<file path="src/sv/fsk_dibit_symbol_sequencer_core_defines.svh">
// assertion macros shared by the fsk dibit symbol sequencer rtl
// no dependencies; expects clk and rst_n in the including scope
`ifndef FSK_DIBIT_SYMBOL_SEQUENCER_CORE_DEFINES_SVH
`define FSK_DIBIT_SYMBOL_SEQUENCER_CORE_DEFINES_SVH

// same-cycle implication, checked outside reset
`define FDS_ASSERT_NOW(lbl, ante, cons, msg) \
  lbl: assert property (@(posedge clk) disable iff (!rst_n) (ante) |-> (cons)) \
    else $error(msg);

// next-cycle implication, checked outside reset
`define FDS_ASSERT_NEXT(lbl, ante, cons, msg) \
  lbl: assert property (@(posedge clk) disable iff (!rst_n) (ante) |=> (cons)) \
    else $error(msg);

`endif

</file>
<file path="src/sv/fds_pkg.sv">
// shared types, constants and message rom for the fsk dibit symbol sequencer
// no dependencies
package fds_pkg;

  localparam int TIME_W          = 32;
  localparam int POS_W           = 7;
  localparam int TONE_W          = 3;
  localparam int CFG_ADDR_W      = 2;
  localparam int MESSAGE_LENGTH  = 11;
  localparam int ROM_DEPTH       = 16;
  localparam int CHAR_STEP_COUNT = 8;
  localparam logic [POS_W-1:0] SEQ_STEP_COUNT =
    POS_W'(2 + MESSAGE_LENGTH * CHAR_STEP_COUNT);

  // tone codes
  localparam logic [TONE_W-1:0] TONE_IDLE       = 3'd0;
  localparam logic [TONE_W-1:0] TONE_SEND       = 3'd1;
  localparam logic [TONE_W-1:0] TONE_DIBIT_BASE = 3'd2;

  // register indexes
  localparam logic [CFG_ADDR_W-1:0] CFG_PREAMBLE = 2'd0;
  localparam logic [CFG_ADDR_W-1:0] CFG_SYMBOL   = 2'd1;
  localparam logic [CFG_ADDR_W-1:0] CFG_REPEAT   = 2'd2;

  // register reset values
  localparam logic [TIME_W-1:0] PREAMBLE_RST = 32'd500000;
  localparam logic [TIME_W-1:0] SYMBOL_RST   = 32'd100000;
  localparam logic [TIME_W-1:0] REPEAT_RST   = 32'd2000000;

  // message text, unused entries zero
  localparam logic [7:0] MESSAGE_ROM [ROM_DEPTH] = '{
    8'h48, 8'h65, 8'h6C, 8'h6C, 8'h6F, 8'h20, 8'h57, 8'h6F,
    8'h72, 8'h6C, 8'h64, 8'h00, 8'h00, 8'h00, 8'h00, 8'h00
  };

  typedef struct packed {
    logic [TIME_W-1:0] preamble_us;
    logic [TIME_W-1:0] symbol_us;
    logic [TIME_W-1:0] repeat_us;
  } fds_cfg_t;

  typedef struct packed {
    logic              hit;
    logic [TONE_W-1:0] tone_code;
    logic              ended;
  } fds_result_t;

  // leading step or trailing step (and anything beyond)
  function automatic logic fds_is_idle(input logic [POS_W-1:0] pos);
    return (pos == '0) || (pos >= SEQ_STEP_COUNT - POS_W'(1));
  endfunction

endpackage

</file>
<file path="src/sv/fds_tone_lut.sv">
// maps a step position to its tone code using the message rom
// depends on fds_pkg
module fds_tone_lut (
  input  logic [fds_pkg::POS_W-1:0]  pos,
  output logic [fds_pkg::TONE_W-1:0] tone_code
);

  logic [fds_pkg::POS_W-1:0] inner;
  logic [3:0]                ch;
  logic [2:0]                sub;
  logic [7:0]                char_bits;
  logic [1:0]                dibit;

  // character and sub-step within the character
  assign inner     = pos - fds_pkg::POS_W'(1);
  assign ch        = inner[6:3];
  assign sub       = inner[2:0];
  assign char_bits = fds_pkg::MESSAGE_ROM[ch];

  // dibits least significant first
  always_comb begin
    case (sub[2:1])
      2'd0:    dibit = char_bits[1:0];
      2'd1:    dibit = char_bits[3:2];
      2'd2:    dibit = char_bits[5:4];
      2'd3:    dibit = char_bits[7:6];
      default: dibit = char_bits[1:0];
    endcase
  end

  always_comb begin
    if (fds_pkg::fds_is_idle(pos)) begin
      tone_code = fds_pkg::TONE_IDLE;
    end else if (!sub[0]) begin
      tone_code = fds_pkg::TONE_SEND;
    end else begin
      tone_code = fds_pkg::TONE_DIBIT_BASE + {1'b0, dibit};
    end
  end

endmodule

</file>
<file path="src/sv/fds_step_ctrl.sv">
// step position, step timing and repeat wait state with the per-tick decision
// depends on fds_pkg, fds_tone_lut and the assertion macro header
`include "fsk_dibit_symbol_sequencer_core_defines.svh"

module fds_step_ctrl (
  input  logic                        clk,
  input  logic                        rst_n,
  input  logic                        tick_fire,
  input  logic [fds_pkg::TIME_W-1:0]  time_now_us,
  input  fds_pkg::fds_cfg_t           cfg,
  output fds_pkg::fds_result_t        result
);

  logic [fds_pkg::POS_W-1:0]  pos_r, pos_nxt;
  logic [fds_pkg::TIME_W-1:0] step_begin_r, step_begin_nxt;
  logic                       wait_r, wait_nxt;
  logic [fds_pkg::TIME_W-1:0] repeat_begin_r, repeat_begin_nxt;

  logic [fds_pkg::TIME_W-1:0] step_elapsed;
  logic [fds_pkg::TIME_W-1:0] repeat_elapsed;
  logic [fds_pkg::TIME_W-1:0] step_dur;
  logic [fds_pkg::POS_W:0]    next_pos_wide;
  logic [fds_pkg::POS_W-1:0]  next_pos;
  logic [fds_pkg::TONE_W-1:0] next_tone;
  logic                       step_done;
  logic                       repeat_done;
  logic                       seq_end;

  // wrapping elapsed times
  assign step_elapsed   = time_now_us - step_begin_r;
  assign repeat_elapsed = time_now_us - repeat_begin_r;
  assign step_dur       = fds_pkg::fds_is_idle(pos_r) ? cfg.preamble_us : cfg.symbol_us;
  assign step_done      = step_elapsed >= step_dur;
  assign repeat_done    = repeat_elapsed >= cfg.repeat_us;

  assign next_pos_wide = {1'b0, pos_r} + (fds_pkg::POS_W+1)'(1);
  assign next_pos      = next_pos_wide[fds_pkg::POS_W-1:0];
  assign seq_end       = next_pos_wide >= {1'b0, fds_pkg::SEQ_STEP_COUNT};

  fds_tone_lut u_tone (
    .pos       (next_pos),
    .tone_code (next_tone)
  );

  // decision for the tick held at the input
  always_comb begin
    result           = '0;
    pos_nxt          = pos_r;
    step_begin_nxt   = step_begin_r;
    wait_nxt         = wait_r;
    repeat_begin_nxt = repeat_begin_r;
    if (wait_r) begin
      if (repeat_done) begin
        result.hit     = 1'b1;
        result.tone_code = fds_pkg::TONE_IDLE;
        pos_nxt        = '0;
        step_begin_nxt = time_now_us;
        wait_nxt       = 1'b0;
      end
    end else if (step_done) begin
      result.hit = 1'b1;
      pos_nxt    = next_pos;
      if (!seq_end) begin
        result.tone_code = next_tone;
        step_begin_nxt   = time_now_us;
      end else begin
        result.tone_code = fds_pkg::TONE_IDLE;
        result.ended     = 1'b1;
        wait_nxt         = 1'b1;
        repeat_begin_nxt = time_now_us;
      end
    end
  end

  // state update on each consumed tick
  always_ff @(posedge clk) begin
    if (!rst_n) begin
      pos_r          <= '0;
      step_begin_r   <= '0;
      wait_r         <= 1'b0;
      repeat_begin_r <= '0;
    end else if (tick_fire) begin
      pos_r          <= pos_nxt;
      step_begin_r   <= step_begin_nxt;
      wait_r         <= wait_nxt;
      repeat_begin_r <= repeat_begin_nxt;
    end
  end

  `FDS_ASSERT_NOW(a_wait_at_end, wait_r, pos_r == fds_pkg::SEQ_STEP_COUNT, "wait outside end step")
  `FDS_ASSERT_NOW(a_pos_range, 1'b1, pos_r <= fds_pkg::SEQ_STEP_COUNT, "step position out of range")
  `FDS_ASSERT_NOW(a_end_idle, result.ended, result.hit && result.tone_code == fds_pkg::TONE_IDLE,
    "sequence end without idle tone")
  `FDS_ASSERT_NEXT(a_end_waits, tick_fire && result.ended, wait_r && pos_r == fds_pkg::SEQ_STEP_COUNT,
    "sequence end did not enter repeat wait")

endmodule

</file>
<file path="src/sv/fsk_dibit_symbol_sequencer_core.sv">
// fsk dibit symbol sequencer top level: input register, step control, result register
// depends on fds_pkg and fds_step_ctrl
// a result passes through the input register and then the result register before it shows on out_*
// throughput: one time stamp per cycle unless a full result register with out_tready low stalls it
// a tick that sets no tone gives no result; out_tready low stalls the input
// reset (rst_n low, synchronous): step zero timed from 0, registers to defaults
module fsk_dibit_symbol_sequencer_core (
  input  logic                            clk,
  input  logic                            rst_n,
  // input stream
  input  logic                            in_tvalid,
  output logic                            in_tready,
  input  logic [31:0]                     in_tdata,   // [31:0] time_now_us
  // result stream
  output logic                            out_tvalid,
  input  logic                            out_tready,
  output logic [7:0]                      out_tdata,  // [2:0] tone_code, [7:3] zero
  output logic                            out_tlast,  // sequence_ended
  // configuration writes
  input  logic                            cfg_wr_en,
  input  logic [fds_pkg::CFG_ADDR_W-1:0]  cfg_addr,
  input  logic [31:0]                     cfg_wdata
);

  fds_pkg::fds_cfg_t          cfg_r;
  logic                       in_v_r;
  logic [fds_pkg::TIME_W-1:0] in_time_r;
  logic                       out_v_r;
  logic [fds_pkg::TONE_W-1:0] out_tone_r;
  logic                       out_end_r;

  fds_pkg::fds_result_t result;
  logic                 out_space;
  logic                 tick_fire;
  logic                 in_xfer;

  // configuration registers
  always_ff @(posedge clk) begin
    if (!rst_n) begin
      cfg_r.preamble_us <= fds_pkg::PREAMBLE_RST;
      cfg_r.symbol_us   <= fds_pkg::SYMBOL_RST;
      cfg_r.repeat_us   <= fds_pkg::REPEAT_RST;
    end else if (cfg_wr_en) begin
      case (cfg_addr)
        fds_pkg::CFG_PREAMBLE: cfg_r.preamble_us <= cfg_wdata;
        fds_pkg::CFG_SYMBOL:   cfg_r.symbol_us   <= cfg_wdata;
        fds_pkg::CFG_REPEAT:   cfg_r.repeat_us   <= cfg_wdata;
        default:               cfg_r             <= cfg_r;
      endcase
    end
  end

  // a held tick moves on when it gives no result or the result register frees up
  assign out_space = !out_v_r || out_tready;
  assign tick_fire = in_v_r && (!result.hit || out_space);
  assign in_tready = !in_v_r || tick_fire;
  assign in_xfer   = in_tvalid && in_tready;

  // input register
  always_ff @(posedge clk) begin
    if (!rst_n) begin
      in_v_r <= 1'b0;
    end else if (in_xfer) begin
      in_v_r <= 1'b1;
    end else if (tick_fire) begin
      in_v_r <= 1'b0;
    end
  end

  always_ff @(posedge clk) begin
    if (in_xfer) begin
      in_time_r <= in_tdata;
    end
  end

  fds_step_ctrl u_step (
    .clk         (clk),
    .rst_n       (rst_n),
    .tick_fire   (tick_fire),
    .time_now_us (in_time_r),
    .cfg         (cfg_r),
    .result      (result)
  );

  // result register
  always_ff @(posedge clk) begin
    if (!rst_n) begin
      out_v_r <= 1'b0;
    end else if (tick_fire && result.hit) begin
      out_v_r <= 1'b1;
    end else if (out_tready) begin
      out_v_r <= 1'b0;
    end
  end

  always_ff @(posedge clk) begin
    if (tick_fire && result.hit) begin
      out_tone_r <= result.tone_code;
      out_end_r  <= result.ended;
    end
  end

  assign out_tvalid = out_v_r;
  assign out_tdata  = {5'b0, out_tone_r};
  assign out_tlast  = out_end_r;

endmodule

</file>
<file path="config.mk">
export PLATFORM = sky130hd
export DESIGN_NAME = fsk_dibit_symbol_sequencer_core
export DESIGN_NICKNAME = d
export VERILOG_FILES = /design/src/sv/fds_pkg.sv /design/src/sv/fds_tone_lut.sv /design/src/sv/fds_step_ctrl.sv /design/src/sv/fsk_dibit_symbol_sequencer_core.sv
export VERILOG_INCLUDE_DIRS = /design/src /design/src/sv
export SDC_FILE = /design/constraint.sdc
export NUM_CORES = 1
export LEC_CHECK = 0
export BUFFER_PORTS_ARGS = -buffer_cell sky130_fd_sc_hd__buf_4
export CORE_MARGIN = 4
export CORE_UTILIZATION = 55
export CTS_BUF_LIST = sky130_fd_sc_hd__clkbuf_8
export DETAILED_ROUTE_END_ITERATION = 10
export HOLD_SLACK_MARGIN = 0.03
export PLACE_DENSITY = 0.73
export SYNTH_ARGS = -nofsm -noshare
export SYNTH_HDL_FRONTEND = slang
export SYNTH_SLANG_ARGS = --single-unit
export TNS_END_PERCENT = 100
</file>
<file path="constraint.sdc">
create_clock -name clk -period 16.3 [get_ports clk]
set_clock_uncertainty 0.15 [all_clocks]
set_input_delay 0.815 -clock clk [delete_from_list [all_inputs] [get_ports clk]]
set_output_delay 0.815 -clock clk [all_outputs]
set_load 0.1 [all_outputs]
</file>
[Word-level counts from Yosys, hierarchy flattened]
Memories as Yosys holds them, arrays and structs flattened.
Cells that the tools add are included.
Storage, ports and cells
  register bits after elaboration: 206
  bits in latches: 0
  RAM bits: 0
  ROM bits: 128
  output and inout bits: 11
  word-level logic and storage cells: 84
  memories kept: 1
Memory list
  (name not given): depth 16, bits a word 8, rd ports 1, clocked after memory_dff 0, write ports 0, line fds_tone_lut.sv:18  | assign char_bits = fds_pkg::MESSAGE_ROM[ch];
Cells by class
  add/subtract/negate cells: 5
  $mul: 0
  divide/modulo/power cells: 0
  $lt $le $gt $ge: 6
  equal/unequal tests: 7
  shift-type cells: 0
  muxes and demuxes: 25
  bitwise gates (word level): 3
  reductions and logical operators: 25
Operators by type and width (number)
  2-to-1 mux 32 bit: 5
  >= comparator 32 bit: 2
  subtractor 32 bit: 2
  2-to-1 mux 7 bit: 3
  2-to-1 mux 8 bit: 2
  >= comparator 7 bit, second input constant: 2
  zero test 7 bit: 2
  2-to-1 mux 3 bit: 3
  adder 7 x 1 -> 8 bit, second input constant: 1
  >= comparator 8 x 7 -> 1 bit, second input constant: 1
  2-to-1 mux 1 bit: 8
  2-to-1 mux 4 bit: 2
  one-hot mux 2 bit (4 select lines): 1
  AND reduction 4 bit: 2
  subtractor 7 x 1 -> 7 bit, second input constant: 1
  equality test 2 bit, second input constant: 3
  AND reduction 2 bit: 3
  nonzero test 2 bit: 3
  >= comparator 5 bit, second input constant: 1
  logical OR 1 bit: 5
  2-to-1 mux 5 bit: 1
  inverter 4 -> 5 bit: 1
  equality test 2 x 1 -> 1 bit, second input constant: 2
  zero test 2 bit: 2
  other kinds (8): 13

[Depth between registers and ports, before layout]
  word-level depth: 19
  mapped depth: 23

[Modules after synthesis]
Synthesis repeated with hierarchy kept, for this count alone.
Second synthesis, totals
  cell total of the unflattened synthesis: 1580
  area total of the unflattened synthesis: 13733.2 um^2
Modules (own cells, without submodules)
  fds_step_ctrl: instances 1, cells each 1068, area an instance 8142.8 um^2, seq. area each 1441.4 um^2
  fsk_dibit_symbol_sequencer_core: instances 1, cells each 421, area an instance 4943.5 um^2, seq. area each 3042.9 um^2
  fds_tone_lut: instances 1, cells each 91, area an instance 646.9 um^2, seq. area each 0.0 um^2

[Least setup slack after synthesis]
No wires, ideal clock.
  path kind: flip-flop to flip-flop
  start: register u_step.pos_r[1] (netlist name)
  end: register in_time_r[0] (netlist name), enable pin
  library setup time: 0.425 ns
  data arrival time: 5.455 ns
  data required time: 15.725 ns
  path slack: 10.270 ns
  cell stages (with the launch flop): 19
  buffers on the path: 3
  cells stage by stage: dfxtp_1 -> clkbuf_1 -> inv_1 -> ha_1 -> nor4b_1 -> a41oi_1 -> o31ai_1 -> buf_2 -> mux2i_1 -> ha_1 -> a21o_1 -> a211o_1 -> a2111o_1 -> a21oi_1 -> o41ai_1 -> a211o_1 -> buf_2 -> o211a_1 -> nor2b_1
On the way
  longest elaborated chain between the ends: 11
Ends and longest elaborated chain
  from (decl): line fds_step_ctrl.sv:14  | logic [fds_pkg::POS_W-1:0] pos_r, pos_nxt;
  from (signal assigned): line fds_step_ctrl.sv:83  | pos_r <= pos_nxt;
  >= comparator 7 bit or zero test 7 bit (tied branches): line fds_pkg.sv:50  | return (pos == '0) || (pos >= SEQ_STEP_COUNT - POS_W'(1));
  logical OR 1 bit *: line fds_pkg.sv:50
  2-to-1 mux 32 bit *: line fds_step_ctrl.sv:32  | assign step_dur = fds_pkg::fds_is_idle(pos_r) ? cfg.preamble_us : cfg.symbol_us;
  >= comparator 32 bit *: line fds_step_ctrl.sv:33  | assign step_done = step_elapsed >= step_dur;
  2-to-1 mux 5 bit *: line fds_step_ctrl.sv:60  | end else if (step_done) begin
  2-to-1 mux 4 bit *: line fds_step_ctrl.sv:52  | if (wait_r) begin
  zero test 1 bit *: line fsk_dibit_symbol_sequencer_core.sv:55  | assign tick_fire = in_v_r && (!result.hit || out_space);
  logical OR 1 bit *: line fsk_dibit_symbol_sequencer_core.sv:55
  logical AND 1 bit *: line fsk_dibit_symbol_sequencer_core.sv:55
  logical OR 1 bit *: line fsk_dibit_symbol_sequencer_core.sv:56  | assign in_tready = !in_v_r || tick_fire;
  logical AND 1 bit *: line fsk_dibit_symbol_sequencer_core.sv:57  | assign in_xfer = in_tvalid && in_tready;
  net in_xfer: line fsk_dibit_symbol_sequencer_core.sv:35  | logic in_xfer;
  to (signal assigned): line fsk_dibit_symbol_sequencer_core.sv:72  | in_time_r <= in_tdata;
  to (decl): line fsk_dibit_symbol_sequencer_core.sv:27  | logic [fds_pkg::TIME_W-1:0] in_time_r;
Mark *: on every way through the listed nets, which the timed path passes. The rest lies on a longest branch.
A chain may end at the register's enable or synchronous reset.

[Worst setup path after layout]
  start: register in_time_r[6] (netlist name)
  end: output in_tready
On the way
  longest elaborated chain between the ends: 8
Ends and longest elaborated chain
  subtractor 32 bit, on equally long branches: line fds_step_ctrl.sv:30, fds_step_ctrl.sv:31
  >= comparator 32 bit, on equally long branches: line fds_step_ctrl.sv:33, fds_step_ctrl.sv:34
  2-to-1 mux 5 bit or 2-to-1 mux 4 bit (tied branches): line fds_step_ctrl.sv:60, fds_step_ctrl.sv:53
  2-to-1 mux 4 bit *: line fds_step_ctrl.sv:52
  zero test 1 bit *: line fsk_dibit_symbol_sequencer_core.sv:55
  logical OR 1 bit *: line fsk_dibit_symbol_sequencer_core.sv:55
  logical AND 1 bit *: line fsk_dibit_symbol_sequencer_core.sv:55
  logical OR 1 bit *: line fsk_dibit_symbol_sequencer_core.sv:56
  to (decl): line fsk_dibit_symbol_sequencer_core.sv:12  | output logic in_tready,
Mark *: on every way between the ends. The rest lies on a longest branch, timed or not.

==> summary.txt <==
Synth
  • Post-synth top cells: 332 x nand2_1, 170 x dfxtp_1, 139 x ha_1
  • Post-synth top area share: roughly 25%
  • Synth area leaders: dfxtp_1 25%, ha_1 13%, nand2_1 9.2%
  • Mapped Area: around 13000 sq um
  • Syn avg cell area: 8.47 sq um
  • Synth Flop Type: dfxtp_1
  • Number of flops mapped to enable cells by yosys: 36
  • Sequential area share after synthesis: between 30 and 40%
  • Yosys top cell by area: dfxtp_1
  • Post-Synthesis Cells: roughly 1600
  • Yosys warning total: 0
  • Unique masters post-synth: 73
  • Most frequent cell after synthesis: nand2_1
  • Async set or reset register ratio after synthesis: 0%
  • Synth Register Bits: 206

Detailed routing
  • Initial DRC Count: 871
  • DR pass1 iterations: 5
  • DR DRC count: 0
  • Via count: about 11000
  • Final wirelength: 32.2 mm
  • Wirelength per Cell: approximately 16 um
  • Vias per std cell: ~5.6
  • Number of routed nets with antenna violations: 0

Power
  • Max IR drop VDD: 0.0686 mV
  • Internal power: ~0.95 mW
  • Clock network fraction of total power: 33.6%
  • Comb pwr share: 26.4%
  • Pwr/cell area: 93.8 nW/um^2
  • Psw: 0.447 mW
  • Sw Share: 32.0%
  • Seq pwr share: 40.0%
  • Tot Pwr: 1.40 mW
  • Leak: 6.09 nW

GRT
  • GR Overflow Total: 0
  • Overall Global Routing Usage: 23.7%
  • Pin count of the biggest net entering global routing: 79
  • Antenna violations before repair: 0
  • Vias in the first global route: 10500
  • Wire length of the first global-routing pass: ~53 mm

Timing
  • Final Hold Fails: 0
  • Max Slew Vio Count: 0
  • Fin crit share: 40.5%
  • Worst hold slack: 0.306 ns
  • Worst slew margin: 31.2%
  • Final setup viols: 0
  • RSZ-0062 raised after global routing: false
  • F_max: 152 MHz
  • Final TNS setup: 0 ns
  • Worst Max-Slew Pin Slew: 1.03 ns
  • Final min period: 6.60 ns

Worst setup path
  • Max incr delay on CP: a little over 0.8 ns
  • Worst Setup End Kind: output port
  • Worst R2R End: in_time_r[1]
  • WP data required: 15.34 ns
  • Critical path class: flip-flop to output port
  • Worst Setup SP: in_time_r[6]
  • Maximum fanout along the worst path: 12
  • Setup crit end: in_tready
  • Worst r2r src: in_time_r[6]
  • R2r setup slk: 10.18 ns
  • Worst Setup Start Kind: flip-flop
  • CP cell instances: ha_1 -> and3_1 -> and3_1 -> a2111oi_1 -> o211ai_1 -> a41oi_1 -> nor3_1 -> nor3_1 -> xnor2_1 -> ha_1 -> a21o_1 -> a21o_1 -> a21oi_1 -> o21ai_0 -> a211o_1 -> o211a_1 -> inv_1 -> buf_4
  • Worst EP arrival: between 5 and 6 ns
  • Max stage delay cell, worst path: a2111oi_1
  • Reg2reg path depth: 17

Status
  • Run status: completed

Cells and area
  • Antenna diode count: 0
  • Number of fillers in the final layout: roughly 2200
  • Synth-to-layout area growth: 10.4%
  • Core Util, Final: 61.4%
  • Nets: 1853
  • Share of cells above drive strength 1: approximately a tenth

Clock tree
  • Worst-path clk slew: 0.07 ns
  • CTS Sinks: 206
  • Number of post-CTS setup repair buffers: 0
  • Post-CTS Resized: 0
  • CTS Root Cell: clkbuf_8
  • CTS tree: done
  • Number of CTS-inserted buffers: 37
  • H-tree levels: 2
  • Cts hold-fix bufs: 0
  • Clock Latency Late Sink: 0.53 ns
  • CTS Buffer Depth: 3

Die
  • # rows: 57
  • Initial Util: 55.6%
  • Core Area: ~24000 sq um
  • Die H: ~160 um
  • Die area: between 20000 and 30000 sq um
  • Total I/O pin count: 82
  • Chip Width: 165 um

Place
  • DP HPWL: roughly 23 mm
  • Buffers on Ports: 76
  • GPL Wtd Cong: 0.917

Min path
  • Worst min path class: flip-flop to flip-flop

Run
  • Max_cap viols: 0
## layout make-up
| type | instances | area [sq um] | share of cell area [%] |
|---|---|---|---|
| multi-input combinational | 1194 | 8200 | 55.1 |
| sequential | 206 | 4480 | 30.1 |
| timing repair buffer | 85 | 638 | 4.28 |
| clock buffer | 45 | 619 | 4.16 |
| inverter | 117 | 439 | 2.95 |
| tap | 324 | 405 | 2.72 |
| clock inverter | 22 | 106 | 0.714 |
## critical path, delay by kind of cell (launching register included)
kind                       cells  cell delay, ns
AOI/OAI and AO/OA              9            2.81
adders and majority gates      2            0.67
and+or+nand+nor                4            0.70
xor gates and xnor gates       1            0.15
DFF                            1            0.41
buffers and inverters          2            0.35
## power by group through the flow
stage	registers, mW	clock network, mW	logic (mW)
floorplan	0.572	0	0.273
global placement	0.568	0	0.356
detailed placement	0.569	0	0.363
CTS	0.558	0.482	0.366
global route	0.561	0.507	0.412
finish	0.558	0.470	0.369
## registers in the layout, indices dropped and copies added (netlist names)
register               flops
u_step.pos_r               7
u_step.step_begin_r       32
u_step.wait_r              1
in_time_r                 32
cfg_r                     96
u_step.repeat_begin_r     32
out_tvalid                 1
in_v_r                     1
out_tlast                  1
out_tone_r                 3
## metrics by stage
step | cell area [sq um] | std cells | setup WS, ns
finish | 14900 | 1993 | 9.70
global route | 14900 | 1993 | 9.29
detailed placement | 14200 | 1926 | 10.26
CTS | 14900 | 1993 | 9.73
floorplan | 13500 | 1597 | 10.27
global placement | 14200 | 1926 | 10.28
## worst min-delay path by stage
stage / startpoint / endpoint / slack [ns] / depth (start not counted)
6_report: u_step.step_begin_r[19] / u_step.step_begin_r[19] / 0.31 / 2
5_1_grt: in_tdata[29] / in_time_r[29] / 0.28 / 1
4_1_cts: in_tdata[27] / in_time_r[27] / 0.28 / 1
3_5_place_dp: u_step.step_begin_r[21] / u_step.step_begin_r[21] / 0.30 / 2
3_3_place_gp: u_step.repeat_begin_r[13] / u_step.repeat_begin_r[13] / 0.29 / 2
2_1_floorplan: u_step.repeat_begin_r[10] / u_step.repeat_begin_r[10] / 0.28 / 2
## cell usage in the layout, fill, tap and decap left out, types with 4 or more instances in the layout
cell type / n
dfxtp_1: 170
o31ai_1: 6
a21oi_1: 76
nand2_1: 332
a211o_1: 5
xor2_1: 21
o21bai_1: 5
o21a_1: 10
o21ai_0: 34
a21boi_0: 82
a21o_1: 47
edfxtp_1: 36
a31oi_1: 11
nand3b_1: 10
a211oi_1: 9
ha_1: 139
nand3_1: 29
nor3b_1: 4
o211ai_1: 12
nor2b_1: 11
clkinv_2: 5
nand2b_1: 13
xnor2_1: 43
or2_2: 5
nand4_1: 12
nor3_1: 18
or3_1: 9
inv_1: 127
o31a_1: 5
nor2_1: 58
mux2i_1: 102
and3_1: 14
clkbuf_8: 45
a2111oi_0: 5
buf_4: 85
conb_1: 5
## per-layer routing
metal / share of wire (%) / global-route usage [%] / up-vias
met5: 0 / 0 / -
met4: 1.8 / 5.56 / 0
met3: 6.0 / 3.42 / 41
met2: 42 / 35.5 / 298
met1: 50 / 36.0 / 5258
li1: - / - / 5604
## logic make-up (layout without fill, tap and decap cells)
kind of cell	Yosys count	after routing	share of synthesized area, %
AOI/OAI and AO/OA	342	342	17.6
and+or+nand+nor	537	537	17.6
adders and majority gates	141	141	13.2
buffers and inverters	197	269	6.31
xor gates and xnor gates	65	65	4.28
muxes	104	104	7.74
DFF	206	206	33.3
other	1	5	0.0278
Note: power is estimated with default switching activity, not from simulation.
